### config.mk
export PLATFORM = sky130hd
export DESIGN_NAME = reliable_channel_sequencer_unit
export DESIGN_NICKNAME = d
export VERILOG_FILES = /design/src/rtl/core/rcseq_pkg.sv /design/src/rtl/core/rcseq_csr.sv /design/src/rtl/core/rcseq_engine.sv /design/src/rtl/core/reliable_channel_sequencer_unit.sv
export SDC_FILE = /design/constraint.sdc
export NUM_CORES = 1
export LEC_CHECK = 0
export ABC_AREA = 0
export BUFFER_PORTS_ARGS = -buffer_cell sky130_fd_sc_hd__buf_2
export CAP_MARGIN = 20
export CELL_PAD_IN_SITES_DETAIL_PLACEMENT = 1
export CELL_PAD_IN_SITES_GLOBAL_PLACEMENT = 1
export CORE_MARGIN = 4
export CORE_UTILIZATION = 30
export CTS_BUF_LIST = sky130_fd_sc_hd__clkbuf_4
export CTS_CLUSTER_DIAMETER = 150
export DETAILED_ROUTE_END_ITERATION = 8
export GPL_TIMING_DRIVEN = 0
export PLACE_DENSITY_LB_ADDON = 0.1
export SYNTH_ARGS = -nofsm -noshare
export SYNTH_HDL_FRONTEND = slang
export SYNTH_SLANG_ARGS = --single-unit
export TNS_END_PERCENT = 10
### constraint.sdc
create_clock -name clock -period 5.83 [get_ports clock]
set_input_delay 0.2915 -clock clock [delete_from_list [all_inputs] [get_ports clock]]
set_output_delay 0.2915 -clock clock [all_outputs]
set_load 0.005 [all_outputs]
### src/rtl/core/rcseq_pkg.sv
package rcseq_pkg;

   localparam int unsigned SEQ_W      = 31;
   localparam int unsigned LEN_W      = 16;
   localparam int unsigned WORD_W     = 32;
   localparam int unsigned REQ_DATA_W = 104;
   localparam int unsigned RSP_DATA_W = 104;
   localparam int unsigned CSR_ADDR_W = 3;
   localparam int unsigned CSR_DATA_W = 32;

   localparam logic [LEN_W-1:0] SMALL_LIMIT_RESET = 16'd466;
   localparam logic [LEN_W-1:0] CAPACITY_RESET    = 16'd1400;
   localparam logic [SEQ_W-1:0] OUT_SEQ_RESET     = 31'd1;

   localparam logic ACTION_TRANSMIT = 1'b0;
   localparam logic ACTION_RECEIVE  = 1'b1;

   localparam logic CSR_SMALL_LIMIT = 1'b0;
   localparam logic CSR_CAPACITY    = 1'b1;

   typedef struct packed {
      logic              action;
      logic [LEN_W-1:0]  queued_length;
      logic              queued_overflowed;
      logic [LEN_W-1:0]  unreliable_length;
      logic [WORD_W-1:0] rx_word_one;
      logic [WORD_W-1:0] rx_word_two;
   } item_type;

   typedef struct packed {
      logic [WORD_W-1:0] tx_word_one;
      logic [WORD_W-1:0] tx_word_two;
      logic              reliable_included;
      logic              uncompressed_path;
      logic              unreliable_included;
      logic              packet_accepted;
      logic [SEQ_W-1:0]  dropped_count;
      logic              fatal;
   } result_type;

   typedef struct packed {
      logic [LEN_W-1:0] small_packet_limit;
      logic [LEN_W-1:0] message_capacity;
   } cfg_type;

endpackage

### src/rtl/core/rcseq_csr.sv
module rcseq_csr (
   input  logic                              clock,
   input  logic                              reset,
   input  logic                              csr_psel,
   input  logic                              csr_penable,
   input  logic                              csr_pwrite,
   input  logic [rcseq_pkg::CSR_ADDR_W-1:0]  csr_paddr,
   input  logic [rcseq_pkg::CSR_DATA_W-1:0]  csr_pwdata,
   output logic [rcseq_pkg::CSR_DATA_W-1:0]  csr_prdata,
   output logic                              csr_pready,
   output rcseq_pkg::cfg_type                cfg
);
   import rcseq_pkg::*;

   logic [LEN_W-1:0] small_limit_ff, small_limit_in;
   logic [LEN_W-1:0] capacity_ff, capacity_in;
   logic             write_en;
   logic             reg_sel;

   assign csr_pready = 1'b1;
   assign write_en   = csr_psel && csr_penable && csr_pwrite && csr_pready;
   assign reg_sel    = csr_paddr[2];

   always_comb begin
      small_limit_in = small_limit_ff;
      capacity_in    = capacity_ff;
      if (write_en) begin
         unique case (reg_sel)
            CSR_SMALL_LIMIT: small_limit_in = csr_pwdata[LEN_W-1:0];
            CSR_CAPACITY:    capacity_in    = csr_pwdata[LEN_W-1:0];
            default:         small_limit_in = small_limit_ff;
         endcase
      end
   end

   always_ff @(posedge clock) begin
      if (reset) begin
         small_limit_ff <= SMALL_LIMIT_RESET;
         capacity_ff    <= CAPACITY_RESET;
      end else begin
         small_limit_ff <= small_limit_in;
         capacity_ff    <= capacity_in;
      end
   end

   always_comb begin
      unique case (reg_sel)
         CSR_SMALL_LIMIT: csr_prdata = {{(CSR_DATA_W-LEN_W){1'b0}}, small_limit_ff};
         CSR_CAPACITY:    csr_prdata = {{(CSR_DATA_W-LEN_W){1'b0}}, capacity_ff};
         default:         csr_prdata = '0;
      endcase
   end

   assign cfg.small_packet_limit = small_limit_ff;
   assign cfg.message_capacity   = capacity_ff;

endmodule

### src/rtl/core/rcseq_engine.sv
module rcseq_engine (
   input  logic                   clock,
   input  logic                   reset,
   input  logic                   advance,
   input  rcseq_pkg::item_type    item,
   input  rcseq_pkg::cfg_type     cfg,
   output rcseq_pkg::result_type  result
);
   import rcseq_pkg::*;

   logic [SEQ_W-1:0] out_seq_ff, out_seq_in;
   logic [SEQ_W-1:0] in_seq_ff, in_seq_in;
   logic [SEQ_W-1:0] in_acked_seq_ff, in_acked_seq_in;
   logic             in_acked_rel_bit_ff, in_acked_rel_bit_in;
   logic [SEQ_W-1:0] last_rel_seq_ff, last_rel_seq_in;
   logic             rel_bit_ff, rel_bit_in;
   logic             in_rel_bit_ff, in_rel_bit_in;
   logic [LEN_W-1:0] rel_len_ff, rel_len_in;
   logic             fatal_ff, fatal_in;

   logic             resend;
   logic             new_msg;
   logic             snd_rel;
   logic [LEN_W-1:0] rel_part;
   logic [LEN_W:0]   total;
   logic             uncomp;
   logic [SEQ_W-1:0] rx_seq;
   logic [SEQ_W-1:0] rx_ack;
   logic             rx_rel_msg;
   logic             rx_rel_ack;
   logic             newer;

   assign rx_seq     = item.rx_word_one[SEQ_W-1:0];
   assign rx_rel_msg = item.rx_word_one[WORD_W-1];
   assign rx_ack     = item.rx_word_two[SEQ_W-1:0];
   assign rx_rel_ack = item.rx_word_two[WORD_W-1];
   assign newer      = rx_seq > in_seq_ff;

   assign resend   = (in_acked_seq_ff > last_rel_seq_ff) && (in_acked_rel_bit_ff != rel_bit_ff);
   assign new_msg  = (rel_len_ff == '0) && (item.queued_length != '0);
   assign snd_rel  = resend || new_msg;
   assign rel_part = !snd_rel ? '0 : (new_msg ? item.queued_length : rel_len_ff);
   assign total    = {1'b0, rel_part} + {1'b0, item.unreliable_length};
   assign uncomp   = total < {1'b0, cfg.small_packet_limit};

   always_comb begin
      out_seq_in          = out_seq_ff;
      in_seq_in           = in_seq_ff;
      in_acked_seq_in     = in_acked_seq_ff;
      in_acked_rel_bit_in = in_acked_rel_bit_ff;
      last_rel_seq_in     = last_rel_seq_ff;
      rel_bit_in          = rel_bit_ff;
      in_rel_bit_in       = in_rel_bit_ff;
      rel_len_in          = rel_len_ff;
      fatal_in            = fatal_ff;
      result              = '0;

      if (item.action == ACTION_TRANSMIT) begin
         if (item.queued_overflowed) begin
            fatal_in = 1'b1;
         end else begin
            if (new_msg) begin
               rel_len_in = item.queued_length;
               rel_bit_in = !rel_bit_ff;
            end
            if (snd_rel) begin
               last_rel_seq_in = out_seq_ff;
            end
            out_seq_in                 = out_seq_ff + 1'b1;
            result.tx_word_one         = {snd_rel, out_seq_ff};
            result.tx_word_two         = {in_rel_bit_ff, in_seq_ff};
            result.reliable_included   = snd_rel;
            result.uncompressed_path   = uncomp;
            result.unreliable_included = uncomp || (total <= {1'b0, cfg.message_capacity});
         end
      end else begin
         if (newer) begin
            result.packet_accepted = 1'b1;
            result.dropped_count   = rx_seq - in_seq_ff - 1'b1;
            if (rx_rel_ack == rel_bit_ff) begin
               rel_len_in = '0;
            end
            in_seq_in           = rx_seq;
            in_acked_seq_in     = rx_ack;
            in_acked_rel_bit_in = rx_rel_ack;
            in_rel_bit_in       = in_rel_bit_ff ^ rx_rel_msg;
         end
      end
      result.fatal = fatal_in;
   end

   always_ff @(posedge clock) begin
      if (reset) begin
         out_seq_ff          <= OUT_SEQ_RESET;
         in_seq_ff           <= '0;
         in_acked_seq_ff     <= '0;
         in_acked_rel_bit_ff <= 1'b0;
         last_rel_seq_ff     <= '0;
         rel_bit_ff          <= 1'b0;
         in_rel_bit_ff       <= 1'b0;
         rel_len_ff          <= '0;
         fatal_ff            <= 1'b0;
      end else if (advance) begin
         out_seq_ff          <= out_seq_in;
         in_seq_ff           <= in_seq_in;
         in_acked_seq_ff     <= in_acked_seq_in;
         in_acked_rel_bit_ff <= in_acked_rel_bit_in;
         last_rel_seq_ff     <= last_rel_seq_in;
         rel_bit_ff          <= rel_bit_in;
         in_rel_bit_ff       <= in_rel_bit_in;
         rel_len_ff          <= rel_len_in;
         fatal_ff            <= fatal_in;
      end
   end

endmodule

### src/rtl/core/reliable_channel_sequencer_unit.sv
// path: each input word is held in the input register, and its result word is registered in
// the output register and held there until it is taken with rsp_tready
// throughput: one word per cycle; input register, header logic and output register form
// a two-stage pipeline that stalls only when the output register is full and not taken
// reset: synchronous, active high; empties both stages, sets out sequence to 1, all other
// channel state and the fatal flag to 0, and the registers to 466 and 1400
module reliable_channel_sequencer_unit (
   input  logic                              clock,
   input  logic                              reset,
   input  logic                              req_tvalid,
   output logic                              req_tready,
   // queued_length, queued_overflowed, unreliable_length, rx_word_one, rx_word_two
   input  logic [rcseq_pkg::REQ_DATA_W-1:0]  req_tdata,
   // action
   input  logic                              req_tuser,
   output logic                              rsp_tvalid,
   input  logic                              rsp_tready,
   // tx_word_one, tx_word_two, reliable_included, uncompressed_path, unreliable_included,
   // packet_accepted, dropped_count, fatal
   output logic [rcseq_pkg::RSP_DATA_W-1:0]  rsp_tdata,
   input  logic                              csr_psel,
   input  logic                              csr_penable,
   input  logic                              csr_pwrite,
   input  logic [rcseq_pkg::CSR_ADDR_W-1:0]  csr_paddr,
   input  logic [rcseq_pkg::CSR_DATA_W-1:0]  csr_pwdata,
   output logic [rcseq_pkg::CSR_DATA_W-1:0]  csr_prdata,
   output logic                              csr_pready
);
   import rcseq_pkg::*;

   cfg_type    cfg;
   item_type   item_ff, item_in;
   logic       item_valid_ff;
   result_type result;
   result_type rsp_ff;
   logic       rsp_valid_ff;
   logic       out_free;
   logic       advance;

   assign out_free   = !rsp_valid_ff || rsp_tready;
   assign advance    = item_valid_ff && out_free;
   assign req_tready = !item_valid_ff || advance;

   assign item_in.action            = req_tuser;
   assign item_in.queued_length     = req_tdata[15:0];
   assign item_in.queued_overflowed = req_tdata[16];
   assign item_in.unreliable_length = req_tdata[32:17];
   assign item_in.rx_word_one       = req_tdata[64:33];
   assign item_in.rx_word_two       = req_tdata[96:65];

   always_ff @(posedge clock) begin
      if (reset) begin
         item_valid_ff <= 1'b0;
      end else if (req_tready) begin
         item_valid_ff <= req_tvalid;
      end
   end

   always_ff @(posedge clock) begin
      if (req_tready && req_tvalid) begin
         item_ff <= item_in;
      end
   end

   always_ff @(posedge clock) begin
      if (reset) begin
         rsp_valid_ff <= 1'b0;
      end else if (out_free) begin
         rsp_valid_ff <= item_valid_ff;
      end
   end

   always_ff @(posedge clock) begin
      if (advance) begin
         rsp_ff <= result;
      end
   end

   rcseq_csr u_csr (
      .clock       (clock),
      .reset       (reset),
      .csr_psel    (csr_psel),
      .csr_penable (csr_penable),
      .csr_pwrite  (csr_pwrite),
      .csr_paddr   (csr_paddr),
      .csr_pwdata  (csr_pwdata),
      .csr_prdata  (csr_prdata),
      .csr_pready  (csr_pready),
      .cfg         (cfg)
   );

   rcseq_engine u_engine (
      .clock   (clock),
      .reset   (reset),
      .advance (advance),
      .item    (item_ff),
      .cfg     (cfg),
      .result  (result)
   );

   assign rsp_tvalid = rsp_valid_ff;
   assign rsp_tdata  = {4'b0000,
                        rsp_ff.fatal,
                        rsp_ff.dropped_count,
                        rsp_ff.packet_accepted,
                        rsp_ff.unreliable_included,
                        rsp_ff.uncompressed_path,
                        rsp_ff.reliable_included,
                        rsp_ff.tx_word_two,
                        rsp_ff.tx_word_one};

endmodule
# [Word level (Yosys, flattened, before mapping)]
# Index checks and enable logic that the tools add are counted.
[totals] out_inout_bits=139 input_bits=147 elab_cells=78 regBits=376
[op_classes] bitwise_logic=4 reduce_logical=24 eq_ne=5 magnitude_cmp=4 n_addsub=4 mux=10
[op_table] op="16-bit 2-to-1 mux" count=6
[op_table] op="32-bit one-hot mux with 2 select lines" count=1
[op_table] op="31-bit > comparator" count=2
[op_table] op="32-bit 2-to-1 mux" count=1
[op_table] op="31-bit by 1-bit adder with 31-bit output, second input constant" count=1
[op_table] op="31-bit by 1-bit subtractor with 31-bit output, second input constant" count=1
[op_table] op="31-bit subtractor" count=1
[op_table] op="16-bit by 16-bit adder with 17-bit output" count=1
[op_table] op="17-bit by 16-bit less-or-equal comparator with 1-bit output" count=1
[op_table] op="17-bit by 16-bit less-than comparator with 1-bit output" count=1
[op_table] op="16-bit zero test" count=1
[op_table] op="16-bit nonzero test" count=1
[op_table] op="4-bit AND reduction" count=3
[op_table] op="1-bit logical AND" count=6
[op_table] op="2-bit by 1-bit != test with 1-bit output, second input constant" count=3
[op_table] op="2-bit AND reduction" count=3
[op_table] op="3-bit AND reduction" count=2
[op_table] op="1-bit logical OR" count=4
[op_table] op="1-bit zero test" count=3
[op_table] op="1-bit NOT" count=3
[op_table] op="1-bit 2-to-1 mux" count=2
[op_table] op="2-bit OR reduction" count=1
[op_table] op="1-bit equality test" count=1
[op_table] op="1-bit != test" count=1
[op_table] op="1-bit XOR" count=1

# [Longest topological paths before layout]
# Gate-level depths: netlist of run 1.
[logic_depth] depth_word=7 ltp_mapped=28 ltp_nobuf=27

# [By module]
# From an unflattened synthesis of run 1, not the netlist that was laid out.
[hier_totals] cells_unflattened=1716 area_unflattened_um2=17977.2
[by_module_without_submodules] module="rcseq_engine" cells_per_inst=1337 area_each_um2=10204.8 n_inst=1
[by_module_without_submodules] module="reliable_channel_sequencer_unit" cells_per_inst=213 area_each_um2=6083.3 n_inst=1
[by_module_without_submodules] module="rcseq_csr" cells_per_inst=166 area_each_um2=1689.1 n_inst=1

# [Worst setup path after synthesis of run 1]
# Ideal clock, no wire load.
[synth_timing] path_kind="reg2reg" start="reg rsp_valid_ff (netlist: rsp_tvalid)" end="reg u_engine.in_acked_seq_ff[0]" arrival_ns=6.328 setup_slack_ns=-0.626 required_time_ns=5.702 path_stages_with_launch=8 synth_period_minus_slack_ns=6.456 setup_time_ns=0.128 path_cell_list="dfxtp_1 > nor2b_1 > nor2b_1 > a21boi_2 > buf_2 > buf_4 > mux2i_1 > nor2_1"
[synth_via] elab_chain_len=4
[synth_lines] element="from (decl)" line="reliable_channel_sequencer_unit.sv:36" text="logic rsp_valid_ff;"
[synth_lines] element="from (signal assigned)" line="reliable_channel_sequencer_unit.sv:69" text="rsp_valid_ff <= item_valid_ff;"
[synth_lines] element="1-bit zero test" line="reliable_channel_sequencer_unit.sv:40" text="assign out_free = !rsp_valid_ff || rsp_tready;"
[synth_lines] element="1-bit logical OR" line="reliable_channel_sequencer_unit.sv:40"
[synth_lines] element="1-bit logical AND" line="reliable_channel_sequencer_unit.sv:41" text="assign advance = item_valid_ff && out_free;"
[synth_lines] element="via advance" line="reliable_channel_sequencer_unit.sv:38" text="logic advance;"
[synth_lines] element="3-bit AND reduction (no source line)"
[synth_lines] element="to (signal assigned)" line="rcseq_engine.sv:106" text="in_acked_seq_ff <= in_acked_seq_in;"
[synth_lines] element="to (decl)" line="rcseq_engine.sv:13" text="logic [SEQ_W-1:0] in_acked_seq_ff, in_acked_seq_in;"
# The timed path passes the listed nets, and every way through them passes these cells.
# A chain may end at the register's enable or synchronous reset.

# [Worst setup path after layout of run 1]
[layout_timing] start="reg u_engine.last_rel_seq_ff[5]" end="reg rsp_ff (netlist bit rsp_tdata[66]) (data pin)"
[layout_via] elab_chain_len=7 elab_cells_between_ends=8 cone_classes="add/sub (1); order compare (3); mux (1); reduce/logical (3)"
[layout_lines] element="from (decl)" line="rcseq_engine.sv:15" text="logic [SEQ_W-1:0] last_rel_seq_ff, last_rel_seq_in;"
[layout_lines] element="from (signal assigned)" line="rcseq_engine.sv:108" text="last_rel_seq_ff <= last_rel_seq_in;"
[layout_lines] element="31-bit > comparator *" line="rcseq_engine.sv:39" text="assign resend = (in_acked_seq_ff > last_rel_seq_ff) && (in_acked_rel_bit_ff != rel_bit_ff);"
[layout_lines] element="1-bit logical AND *" line="rcseq_engine.sv:39"
[layout_lines] element="1-bit logical OR *" line="rcseq_engine.sv:41" text="assign snd_rel = resend || new_msg;"
[layout_lines] element="16-bit 2-to-1 mux *" line="rcseq_engine.sv:42" text="assign rel_part = !snd_rel ? '0 : (new_msg ? item.queued_length : rel_len_ff);"
[layout_lines] element="16-bit by 16-bit adder with 17-bit output *" line="rcseq_engine.sv:43" text="assign total = {1'b0, rel_part} + {1'b0, item.unreliable_length};"
[layout_lines] element="17-bit by 16-bit less-than comparator with 1-bit output / 17-bit by 16-bit less-or-equal comparator with 1-bit output (equally long branches)" line="rcseq_engine.sv:44, rcseq_engine.sv:74"
[layout_lines] element="1-bit logical OR *" line="rcseq_engine.sv:74" text="result.unreliable_included = uncomp || (total <= {1'b0, cfg.message_capacity});"
[layout_lines] element="to (signal assigned)" line="reliable_channel_sequencer_unit.sv:75" text="rsp_ff <= result;"
[layout_lines] element="to (decl)" line="reliable_channel_sequencer_unit.sv:35" text="result_type rsp_ff;"
# Mark *: on every way between the ends. The rest lies on a longest branch, timed or not.

==> flow_metrics.env, run 1 <==
export IMPL_skew_ns=0.0522
export IMPL_vias=13600
export IMPL_slowest_stage="a211oi_4"
export IMPL_cp_arrival_ns=6.17
export IMPL_synth_seq_cells=375
export IMPL_grt_max_degree=55
export IMPL_antenna_found_initial=3
export IMPL_synthFlopType="edfxtp_1"
export IMPL_mostFrequentLayoutCell="buf_2"
export IMPL_boundaryPins=286
export IMPL_pre_cts_slack_ns=-1.38
export IMPL_setup_tns_ns=0
export IMPL_synth_top_cell_area_share_pct=33.9
export IMPL_start_util_pct=30.3
export IMPL_final_hold_viol_count=0
export IMPL_root_buffer="clkbuf_4"
export IMPL_num_nets_final=2385
export IMPL_setup_viol=0
export IMPL_cts_buffers=107
export IMPL_synthAdderAreaFrac_pct=8.18
export IMPL_drt_iter0_markers=513
export IMPL_port_buffers=238
export IMPL_grt_pass1_vias=14800
export IMPL_yosys_mux_area_fraction_pct=5.51
export IMPL_min_path_type="primary input to flop"
export IMPL_slew_viol_final=0
export IMPL_ys_top_cells_by_area="edfxtp_1 (34%), dfxtp_1 (20%), ha_1 (7.9%), mux2i_1 (5.4%), nor2_1 (4.8%)"
export IMPL_fin_crit_ns=5.47
export IMPL_path_class="flop to flop"
export IMPL_cts_max_level=3
export IMPL_synth_edff_count=197
export IMPL_synth_xor_area_share_pct=3.31
export IMPL_grt_overflow=0
export IMPL_synthSimpleGateAreaFrac_pct=12.8
export IMPL_cts_tree="yes"
export IMPL_mostFrequentLayoutCells="buf_2 (246), nor2_1 (223), edfxtp_1 (197)"
export IMPL_grt_first_pass_wirelength_um=82500
export IMPL_clk_pin_slew_ns=0.06
export IMPL_min_period_over_period_pct=93.9
export IMPL_place_gp_congestion=0.859
export IMPL_crit_required_ns=6.52
export IMPL_total_leakage_power_nw=9.07
export IMPL_routed_wl_um=52800
export IMPL_ys_types=66
export IMPL_clkSinkCount=375
export IMPL_crit_buf_inv=4
export IMPL_insertion_delay_ns=0.84
export IMPL_dp_hpwl_um=39100
export IMPL_core_um2=57700
export IMPL_syn_inst=1624
export IMPL_yosysWarnings=0
export IMPL_drive_gt1_share_pct=23.0
export IMPL_cp_slowest_stage_delay_ns=0.41
export IMPL_via_per_inst=4.55
export IMPL_firstDrtPassIters=4
export IMPL_async_reset_ff_share_pct=0
export IMPL_die_h_um=249
export IMPL_die_x_um=249
export IMPL_cp_top_family="compound AO/OA/AOI/OAI gates"
export IMPL_cp_common_cell="ha_1"
export IMPL_synth_area_leader_cell="edfxtp_1"
export IMPL_synth_seq_area_share_pct=54.2
export IMPL_ant_nets=0
export IMPL_placedInstanceArea_um2=19800
export IMPL_track_usage_pct=16.8
export IMPL_cp_end_kind="flop"
export IMPL_cap_viol_max_count=0
export IMPL_setup_slack_ns=0.356
export IMPL_fmax_mhz=183
export IMPL_wl_per_cell_um=17.7
export IMPL_design_area_um2=22700
export IMPL_slew_headroom_pct=40.0
export IMPL_tightest_slew_ns=0.901
export IMPL_cts_max_path_buffers=3
export IMPL_rows=88
export IMPL_syn_mean_instance_area_um2=10.8
export IMPL_crit_path_start_kind="flop"
export IMPL_areaGrowthSynthToFinish_pct=29.9
export IMPL_synth_compound_area_share_pct=10.9
export IMPL_irDropWorstVdd_uv=161
export IMPL_status="completed"
export IMPL_synth_top_family_by_area="simple AND/OR/NAND/NOR gates"
export IMPL_drc=0
export IMPL_path_max_fanout=3
export IMPL_synth_area_um2=17500
export IMPL_die_area_um2=62200
export IMPL_cellPowerDensity_nw_per_um2=291
[layout make-up]
class / count / area [µm²]
fill: 6574 / 35000
clock inverter: 33 / 168
antenna: 2 / 5.00
inverter: 116 / 435
tap: 765 / 957
clock buffer: 169 / 1270
buffer: 84 / 464
multi-input combinational: 1068 / 7360
sequential: 375 / 9480
timing repair buffer: 373 / 2570
[cells by family after synthesis]
group / Yosys count
and+or+nand+nor: 485
DFF: 375
AOI/OAI and AO/OA: 287
buffers and inverters: 200
adders and majority gates: 113
muxes: 96
xor gates and xnor gates: 66
other: 2
[worst paths after layout]
path | cells after the start | slack (ns) | start | endpoint
min reg2reg | 2 | 0.47 | u_csr.small_limit_ff[11]$_SDFFE_PP0P_ | u_csr.small_limit_ff[11]$_SDFFE_PP0P_
max reg2reg | 27 | 0.36 | u_engine.last_rel_seq_ff[5]$_SDFFE_PP0P_ | rsp_tdata[66]$_SDFFCE_PN0P_
min | 2 | 0.16 | req_tdata[9] | item_ff[90]$_DFFE_PP_
max | 27 | 0.36 | u_engine.last_rel_seq_ff[5]$_SDFFE_PP0P_ | rsp_tdata[66]$_SDFFCE_PN0P_
[what timing repair did]
item / in CTS / in global routing
setup buffers: 4 / 4
pin swaps: 5 / 11
endpoints found under the hold margin: 142 / 0
resized for setup: 25 / 20
endpoints found under the setup margin: 2 / 2
hold buffers: 123 / 0
[worst register-to-register path, cell delays in order (launching register included)]
cell and delay, ns:
dfxtp_1 0.33, inv_1 0.05, ha_1 0.29, nand4_1 0.14
o21bai_2 0.24, a211oi_4 0.41, o21ai_2 0.12, a21boi_2 0.28
clkbuf_8 0.19, a22o_1 0.15, ha_1 0.18, inv_1 0.06
fa_1 0.41, nor2b_1 0.13, o21ai_1 0.09, a21boi_2 0.17
o21ai_2 0.09, nand2_2 0.11, a311oi_2 0.11, xnor2_1 0.14
buf_4 0.15, ha_1 0.29, a21o_1 0.16, a21o_1 0.16
a2111oi_1 0.36, o21ai_1 0.13, a221oi_2 0.26, o31a_1 0.15
[power breakdown]
group          leakage, nW  switching (mW)  internal [mW]  total (mW)
Combinational         4.89           0.635          0.511        1.15
Clock                0.844            1.16           1.36        2.52
Sequential            3.34          0.0530           2.89        2.94
Total                 9.07            1.85           4.76        6.61
[state kept, by name, indices dropped and copies added (netlist names)]
signal	count
item_ff	98
item_valid_ff	1
rsp_tdata	99
rsp_tvalid	1
u_csr.capacity_ff	16
u_csr.small_limit_ff	16
u_engine.fatal_ff	1
u_engine.in_acked_rel_bit_ff	1
u_engine.in_acked_seq_ff	31
u_engine.in_rel_bit_ff	1
u_engine.in_seq_ff	31
u_engine.last_rel_seq_ff	31
u_engine.out_seq_ff	31
u_engine.rel_bit_ff	1
u_engine.rel_len_ff	16
[stage by stage]
stage          cells  utilization [%]  total power [mW]  hold slack (ns)
2_1_floorplan   1643                -              3.64            0.390
6_report        2985             39.4              6.61            0.160
4_1_cts         2979             39.1              6.72           0.0266
3_5_place_dp    2650             34.3              4.00            0.455
5_1_grt         2984             39.3              7.03           0.0554
3_3_place_gp    2646             34.1              3.98            0.444
[per-layer routing]
| metal | part of all wire (%) | GRT usage (%) | vias to the layer above |
|---|---|---|---|
| met5 | 0.025 | 0 | - |
| met4 | 2.6 | 5.31 | 2 |
| met3 | 3.9 | 3.72 | 99 |
| met2 | 49 | 28.9 | 276 |
| met1 | 45 | 21.0 | 6481 |
| li1 | - | - | 6738 |
[cells in the mapped netlist (3+ instances only)]
| master | count |
|---|---|
| mux2i_1 | 95 |
| dfxtp_1 | 178 |
| a211oi_1 | 11 |
| and3_1 | 9 |
| nor4_1 | 15 |
| a21o_1 | 31 |
| o21a_1 | 11 |
| nand3_1 | 19 |
| buf_4 | 30 |
| ha_1 | 111 |
| edfxtp_1 | 197 |
| o211ai_1 | 5 |
| a211o_1 | 12 |
| nor2b_1 | 10 |
| buf_2 | 8 |
| xor2_1 | 31 |
| xnor2_1 | 35 |
| clkbuf_1 | 43 |
| nand2b_1 | 8 |
| nand2_1 | 112 |
| nor2_1 | 223 |
| o21ai_0 | 56 |
| inv_1 | 116 |
| or3_1 | 7 |
| a21boi_0 | 5 |
| a22o_1 | 31 |
| nor3_1 | 7 |
| o31a_1 | 5 |
| and2_1 | 36 |
| nand4_1 | 25 |
| a21oi_1 | 89 |
| o21bai_1 | 5 |
| a221oi_1 | 3 |
No activity file was read; power rests on OpenSTA's default activity.
==> run 2, diff against run 1 <==
SYNTH_HIERARCHICAL = 1   (was unset)
clock period = 6.9 ns   (was 5.83 ns; I/O delays follow)
==> flow_metrics.env, run 2 <==
export IMPL_status="completed"
export IMPL_place_gp_congestion=0.805
export IMPL_track_usage_pct=17.1
export IMPL_synth_edff_count=198
export IMPL_regToRegStartpoint="u_engine/last_rel_seq_ff[30]$_SDFFE_PP0P_"
export IMPL_rrSetupSlack_ns=0.64
export IMPL_start_util_pct=30.4
export IMPL_path_max_fanout=6
export IMPL_firstDrtPassIters=5
export IMPL_syn_inst=1716
export IMPL_rsz0062_at_grt="no"
export IMPL_swShare_pct=28.5
export IMPL_placedInstanceArea_um2=20300
export IMPL_cap_viol_max_count=0
export IMPL_final_hold_viol_count=0
export IMPL_cellPowerDensity_nw_per_um2=239
export IMPL_grt_overflow=0
export IMPL_cts_tree="yes"
export IMPL_die_area_um2=63900
export IMPL_yosysWarnings=6
export IMPL_cp_arrival_ns=6.92
export IMPL_num_nets_final=2475
export IMPL_cts_max_level=3
export IMPL_synth_area_um2=18000
export IMPL_synth_most_common_cell="edfxtp_1"
export IMPL_path_class="flop to flop"
export IMPL_setup_tns_ns=0
export IMPL_syn_mean_instance_area_um2=10.5
export IMPL_insertion_delay_ns=0.86
export IMPL_clkSinkCount=376
export IMPL_areaGrowthSynthToFinish_pct=27.7
export IMPL_synthFlopType="edfxtp_1"
export IMPL_crit_path_start_kind="flop"
export IMPL_fmax_mhz=160
export IMPL_slew_headroom_pct=40.3
export IMPL_boundaryPins=286
export IMPL_cts_buffers=109
export IMPL_grt_first_pass_wirelength_um=85100
export IMPL_ant_nets=0
export IMPL_ys_top_cells_by_area="edfxtp_1 (33%), dfxtp_1 (20%), ha_1 (7.7%), a21oi_1 (3.9%), mux2i_1 (3.6%)"
export IMPL_irDropWorstVdd_uv=115
export IMPL_dp_hpwl_um=40700
export IMPL_port_buffers=239
export IMPL_cts_setup_buffers=0
export IMPL_setup_viol=0
export IMPL_ys_types=77
export IMPL_combinationalPowerShare_pct=16.6
export IMPL_holdPathStages=2
export IMPL_vias=14100
export IMPL_largest_reg_flops=100
export IMPL_grt_max_degree=59
export IMPL_die_h_um=253
export IMPL_drt_iter0_markers=556
export IMPL_die_x_um=253
export IMPL_core_um2=59100
export IMPL_clkPwrFrac_pct=37.9
export IMPL_via_per_inst=4.58
export IMPL_async_reset_ff_share_pct=0
export IMPL_fin_crit_ns=6.26
export IMPL_min_from="req_tdata[0]"
export IMPL_synth_area_leader_cell="edfxtp_1"
export IMPL_cts_max_path_buffers=3
export IMPL_antenna_found_initial=5
export IMPL_startpoint="u_engine/last_rel_seq_ff[30]$_SDFFE_PP0P_"
export IMPL_skew_ns=0.0677
export IMPL_slew_viol_final=0
export IMPL_cp_end_kind="flop"
export IMPL_pwr_share_seq_pct=45.4
export IMPL_root_buffer="clkbuf_4"
export IMPL_synth_seq_area_share_pct=52.9
export IMPL_rows=89
export IMPL_netSwitchingPower_mw=1.56
export IMPL_mostFrequentLayoutCells="buf_2 (258), edfxtp_1 (198), dfxtp_1 (178)"
export IMPL_drc=0
export IMPL_synth_seq_cells=376
export IMPL_clk_pin_slew_ns=0.07
export IMPL_n_fill_cell=6760
export IMPL_reg2regPathDepth=25
export IMPL_wl_per_cell_um=17.9
export IMPL_synth_top_cell_area_share_pct=33.1
export IMPL_min_path_type="primary input to flop"
export IMPL_drive_gt1_share_pct=22.5
export IMPL_p_int_mw=3.92
export IMPL_mostFrequentLayoutCell="buf_2"
export IMPL_crit_required_ns=7.56
export IMPL_tightest_slew_ns=0.895
export IMPL_min_period_over_period_pct=90.8
export IMPL_total_leakage_power_nw=9.46
export IMPL_routed_wl_um=55100
export IMPL_grt_pass1_vias=15200
export IMPL_synth_common_cells="edfxtp_1 (198), dfxtp_1 (178), nand2_1 (170)"
export IMPL_design_area_um2=23000
[run 2: cell count changes in the layout (fill, tap and decap cells not counted), moves of 15 or more]
cell      delta
mux2i_1     -30
nand2b_1    +35
mux2_2      +15
a21oi_1     +55
nand2_1     +59
nor2_1      -64
nor3_1      +41
a22o_1      -16
[run 2: cell type report]
type / count / area [µm²] / share of cell area, %
flip-flops and latches: 376 / 9510 / 41.4
multi-input cells: 1151 / 7570 / 33.0
repair buffers: 370 / 2540 / 11.1
clock buffers: 162 / 1220 / 5.30
well taps: 773 / 967 / 4.21
plain buffers: 91 / 528 / 2.30
inverters: 116 / 435 / 1.90
clock inverters: 39 / 176 / 0.769
diodes: 3 / 7.51 / 0.0327
[run 2: logic make-up after synthesis]
group           after synthesis  synth area share (%)
fa+ha+maj                   113                  7.95
simple gates                576                  15.7
compound gates              297                  10.3
mux                          81                  4.62
flops                       376                  52.9
xor+xnor                     63                  3.07
buf+inv                     207                  5.36
other cells                   3                0.0626
[run 2: path summary, 6_finish.rpt]
check / end
worst min register to register: u_engine/in_seq_ff[28]$_SDFFE_PP0P_
worst max-delay path: rsp_tdata[66]$_DFFE_PP_
worst min-delay path: item_ff[81]$_DFFE_PP_
worst max register to register: rsp_tdata[66]$_DFFE_PP_
[run 2: repair_timing]
item                      in CTS  in global routing
hold endpoints to repair     134                  0
resized for setup              0                  0
hold buffers                 129                  0
[run 2: per-stage QoR]
stage	total power [mW]	std cells	utilization, %	hold slack (ns)	setup slack, ns
CTS	5.62	3078	38.8	0.0431	0.598
floorplan	3.10	1734	-	0.407	1.96
global placement	3.38	2746	34.2	0.442	0.723
finish	5.49	3081	38.8	0.188	0.635
detailed placement	3.41	2748	34.3	0.447	0.635
global route	5.85	3080	38.8	0.0778	0.182
[run 2: critical path, stage by stage (launching register included)]
cell	delay, ns
dfxtp_1	0.33
inv_1	0.05
ha_1	0.29
nand4_1	0.29
nor4_1	0.66
a31oi_1	0.25
a21boi_0	0.17
a31o_2	0.29
or2_2	0.33
a22o_1	0.23
ha_1	0.21
inv_1	0.07
fa_1	0.20
nor2b_1	0.06
o21a_1	0.18
o21ai_0	0.34
a211o_1	0.24
a31oi_1	0.19
a21o_1	0.24
a21oi_1	0.18
xnor2_1	0.21
ha_1	0.30
a21o_1	0.20
a211oi_1	0.25
a31oi_1	0.14
a21oi_1	0.17
[run 2: power groups by stage]
| stage | Clock (mW) | Combinational [mW] | Sequential (mW) |
|---|---|---|---|
| floorplan | 0 | 0.575 | 2.53 |
| global placement | 0 | 0.840 | 2.54 |
| detailed placement | 0 | 0.864 | 2.54 |
| CTS | 2.20 | 0.926 | 2.49 |
| global route | 2.32 | 1.03 | 2.50 |
| finish | 2.08 | 0.912 | 2.49 |
[run 2: metal layers]
| metal | track usage (%) | up-vias | share of wire, % |
|---|---|---|---|
| met1 | 21.8 | 6715 | 46 |
| li1 | - | 7052 | - |
| met4 | 5.14 | 0 | 2.3 |
| met2 | 29.7 | 264 | 48 |
| met5 | 0 | - | 0 |
| met3 | 3.23 | 83 | 3.5 |
==> run 3, diff against run 2 <==
CORE_MARGIN = unset   (was 4)
CORE_UTILIZATION = 41   (was 30)
==> flow_metrics.env, run 3 (synthesis gave the netlist of run 2 again) <==
export IMPL_boundaryPins=286
export IMPL_path_max_fanout=6
export IMPL_grt_overflow=0
export IMPL_cp_arrival_ns=6.75
export IMPL_rows=76
export IMPL_crit_required_ns=7.48
export IMPL_total_leakage_power_nw=9.45
export IMPL_cts_setup_buffers=0
export IMPL_skew_ns=0.0676
export IMPL_clkSinkCount=376
export IMPL_vias=14400
export IMPL_cap_viol_max_count=0
export IMPL_via_per_inst=4.99
export IMPL_cts_max_path_buffers=3
export IMPL_mostFrequentLayoutCells="buf_2 (258), edfxtp_1 (198), dfxtp_1 (178)"
export IMPL_status="completed"
export IMPL_drt_iter0_markers=502
export IMPL_met3_length_um=2130
export IMPL_combinationalPowerShare_pct=16.7
export IMPL_cp_common_cell="ha_1"
export IMPL_netSwitchingPower_mw=1.52
export IMPL_cp_top_family="compound AO/OA/AOI/OAI gates"
export IMPL_track_usage_pct=23.1
export IMPL_port_buffers=239
export IMPL_place_gp_congestion=0.858
export IMPL_grt_first_pass_wirelength_um=79900
export IMPL_cp_end_kind="flop"
export IMPL_grt_pass1_vias=15200
export IMPL_die_h_um=211
export IMPL_antenna_found_initial=3
export IMPL_crit_path_start_kind="flop"
export IMPL_firstDrtPassIters=5
export IMPL_met2_length_um=25100
export IMPL_start_util_pct=41.6
export IMPL_clkPwrFrac_pct=37.7
export IMPL_slowest_stage="nor4_1"
export IMPL_cellPowerDensity_nw_per_um2=241
export IMPL_tightest_slew_ns=0.875
export IMPL_drc=0
export IMPL_areaGrowthSynthToFinish_pct=26.1
export IMPL_p_int_mw=3.94
export IMPL_insertion_delay_ns=0.85
export IMPL_slew_viol_final=0
export IMPL_n_fill_cell=4996
export IMPL_swShare_pct=27.9
export IMPL_finalPower_mw=5.46
export IMPL_mostFrequentLayoutCell="buf_2"
export IMPL_dp_hpwl_um=37500
export IMPL_die_area_um2=44700
export IMPL_wl_met1_um=23100
export IMPL_core_um2=43200
export IMPL_routed_wl_um=51600
export IMPL_irDropWorstVdd_uv=213
export IMPL_cts_tree="yes"
export IMPL_die_x_um=211
export IMPL_maxUsedRoutingLayer="met4"
export IMPL_slew_headroom_pct=41.7
export IMPL_largest_reg_flops=100
export IMPL_fin_cells=2881
export IMPL_path_class="flop to flop"
export IMPL_fmax_mhz=162
export IMPL_cts_resized_gates=0
export IMPL_grt_max_degree=67
export IMPL_fin_crit_ns=6.18
export IMPL_regArea_um2=9510
export IMPL_cp_slowest_stage_delay_ns=0.68
export IMPL_cts_buffers=103
export IMPL_root_buffer="clkbuf_4"
export IMPL_cts_max_level=3
export IMPL_setup_tns_ns=0
export IMPL_min_path_type="primary input to flop"
export IMPL_wl_per_cell_um=17.9
export IMPL_ant_nets=0
export IMPL_final_hold_viol_count=0
export IMPL_rrSetupSlack_ns=0.72
export IMPL_clk_pin_slew_ns=0.06
export IMPL_pwr_share_seq_pct=45.6
export IMPL_setup_viol=0
export IMPL_multiInputGateArea_um2=7570
export IMPL_crit_buf_inv=2
export IMPL_ctsHoldBuffers=126
export IMPL_min_period_over_period_pct=89.5
export IMPL_dp_cells=2560
export IMPL_drive_gt1_share_pct=22.6
export IMPL_rsz0062_at_grt="no"
export IMPL_num_nets_final=2466
-- run 3: changes by cell type in the layout (fill, tap and decap cells not counted), sizes merged --
cell / previous run / this run
clkbuf: 195 / 200
inv: 119 / 118
dlygate4sd3: 129 / 126
clkinv: 33 / 20
-- run 3: area by class of cell --
type	count	share of cell area, %
sequential	376	41.9
multi-input combinational	1151	33.4
timing repair buffer	367	11.1
clock buffer	167	5.53
tap	585	3.23
buffer	91	2.33
inverter	116	1.92
clock inverter	25	0.513
antenna	3	0.0331
-- run 3: power groups by stage --
stage	Combinational, mW	Clock [mW]	Sequential, mW
4_1_cts	0.914	2.13	2.49
5_1_grt	1.02	2.24	2.50
6_report	0.911	2.06	2.49
2_1_floorplan	0.575	0	2.53
3_5_place_dp	0.855	0	2.54
3_3_place_gp	0.812	0	2.54
-- run 3: worst paths after layout --
kind	start	end	depth (start not counted)
worst min-delay path	csr_paddr[2]	u_csr/small_limit_ff[0]$_SDFFE_PP0P_	4
worst min register to register	u_engine/in_seq_ff[5]$_SDFFE_PP0P_	u_engine/in_seq_ff[5]$_SDFFE_PP0P_	2
worst max register to register	u_engine/last_rel_seq_ff[29]$_SDFFE_PP0P_	rsp_tdata[66]$_DFFE_PP_	25
worst max-delay path	u_engine/last_rel_seq_ff[29]$_SDFFE_PP0P_	rsp_tdata[66]$_DFFE_PP_	25
-- run 3: stage by stage --
stage / util (%) / worst slack (ns) / cell area (µm²) / hold slack (ns)
5_1_grt: 52.5 / 0.310 / 22700 / 0.0244
3_5_place_dp: 46.4 / 0.693 / 20000 / 0.450
6_report: 52.5 / 0.722 / 22700 / 0.123
2_1_floorplan: - / 1.96 / 18000 / 0.407
3_3_place_gp: 46.3 / 0.890 / 20000 / 0.442
4_1_cts: 52.5 / 0.652 / 22700 / 0.0200
-- run 3: worst register-to-register path: stages, from the launching register on --
cell and delay [ns]:
dfxtp_1 0.33, inv_1 0.05, ha_1 0.29, nand4_1 0.27
nor4_1 0.68, a31oi_1 0.26, a21boi_0 0.18, a31o_2 0.28
or2_2 0.33, a22o_1 0.22, ha_1 0.21, inv_1 0.07
fa_1 0.21, nor2b_1 0.06, o21a_1 0.19, o21ai_0 0.34
a211o_1 0.23, a31oi_1 0.17, xor2_1 0.23, ha_1 0.34
nand4_1 0.16, a211o_1 0.32, o2111ai_1 0.12, o2111ai_1 0.14
a21oi_1 0.17, a21oi_1 0.08
-- run 3: routing by layer --
metal	GRT usage, %	vias up
met5	0	-
met4	8.52	0
met3	4.81	99
met2	39.4	298
met1	28.7	6939
li1	-	7027
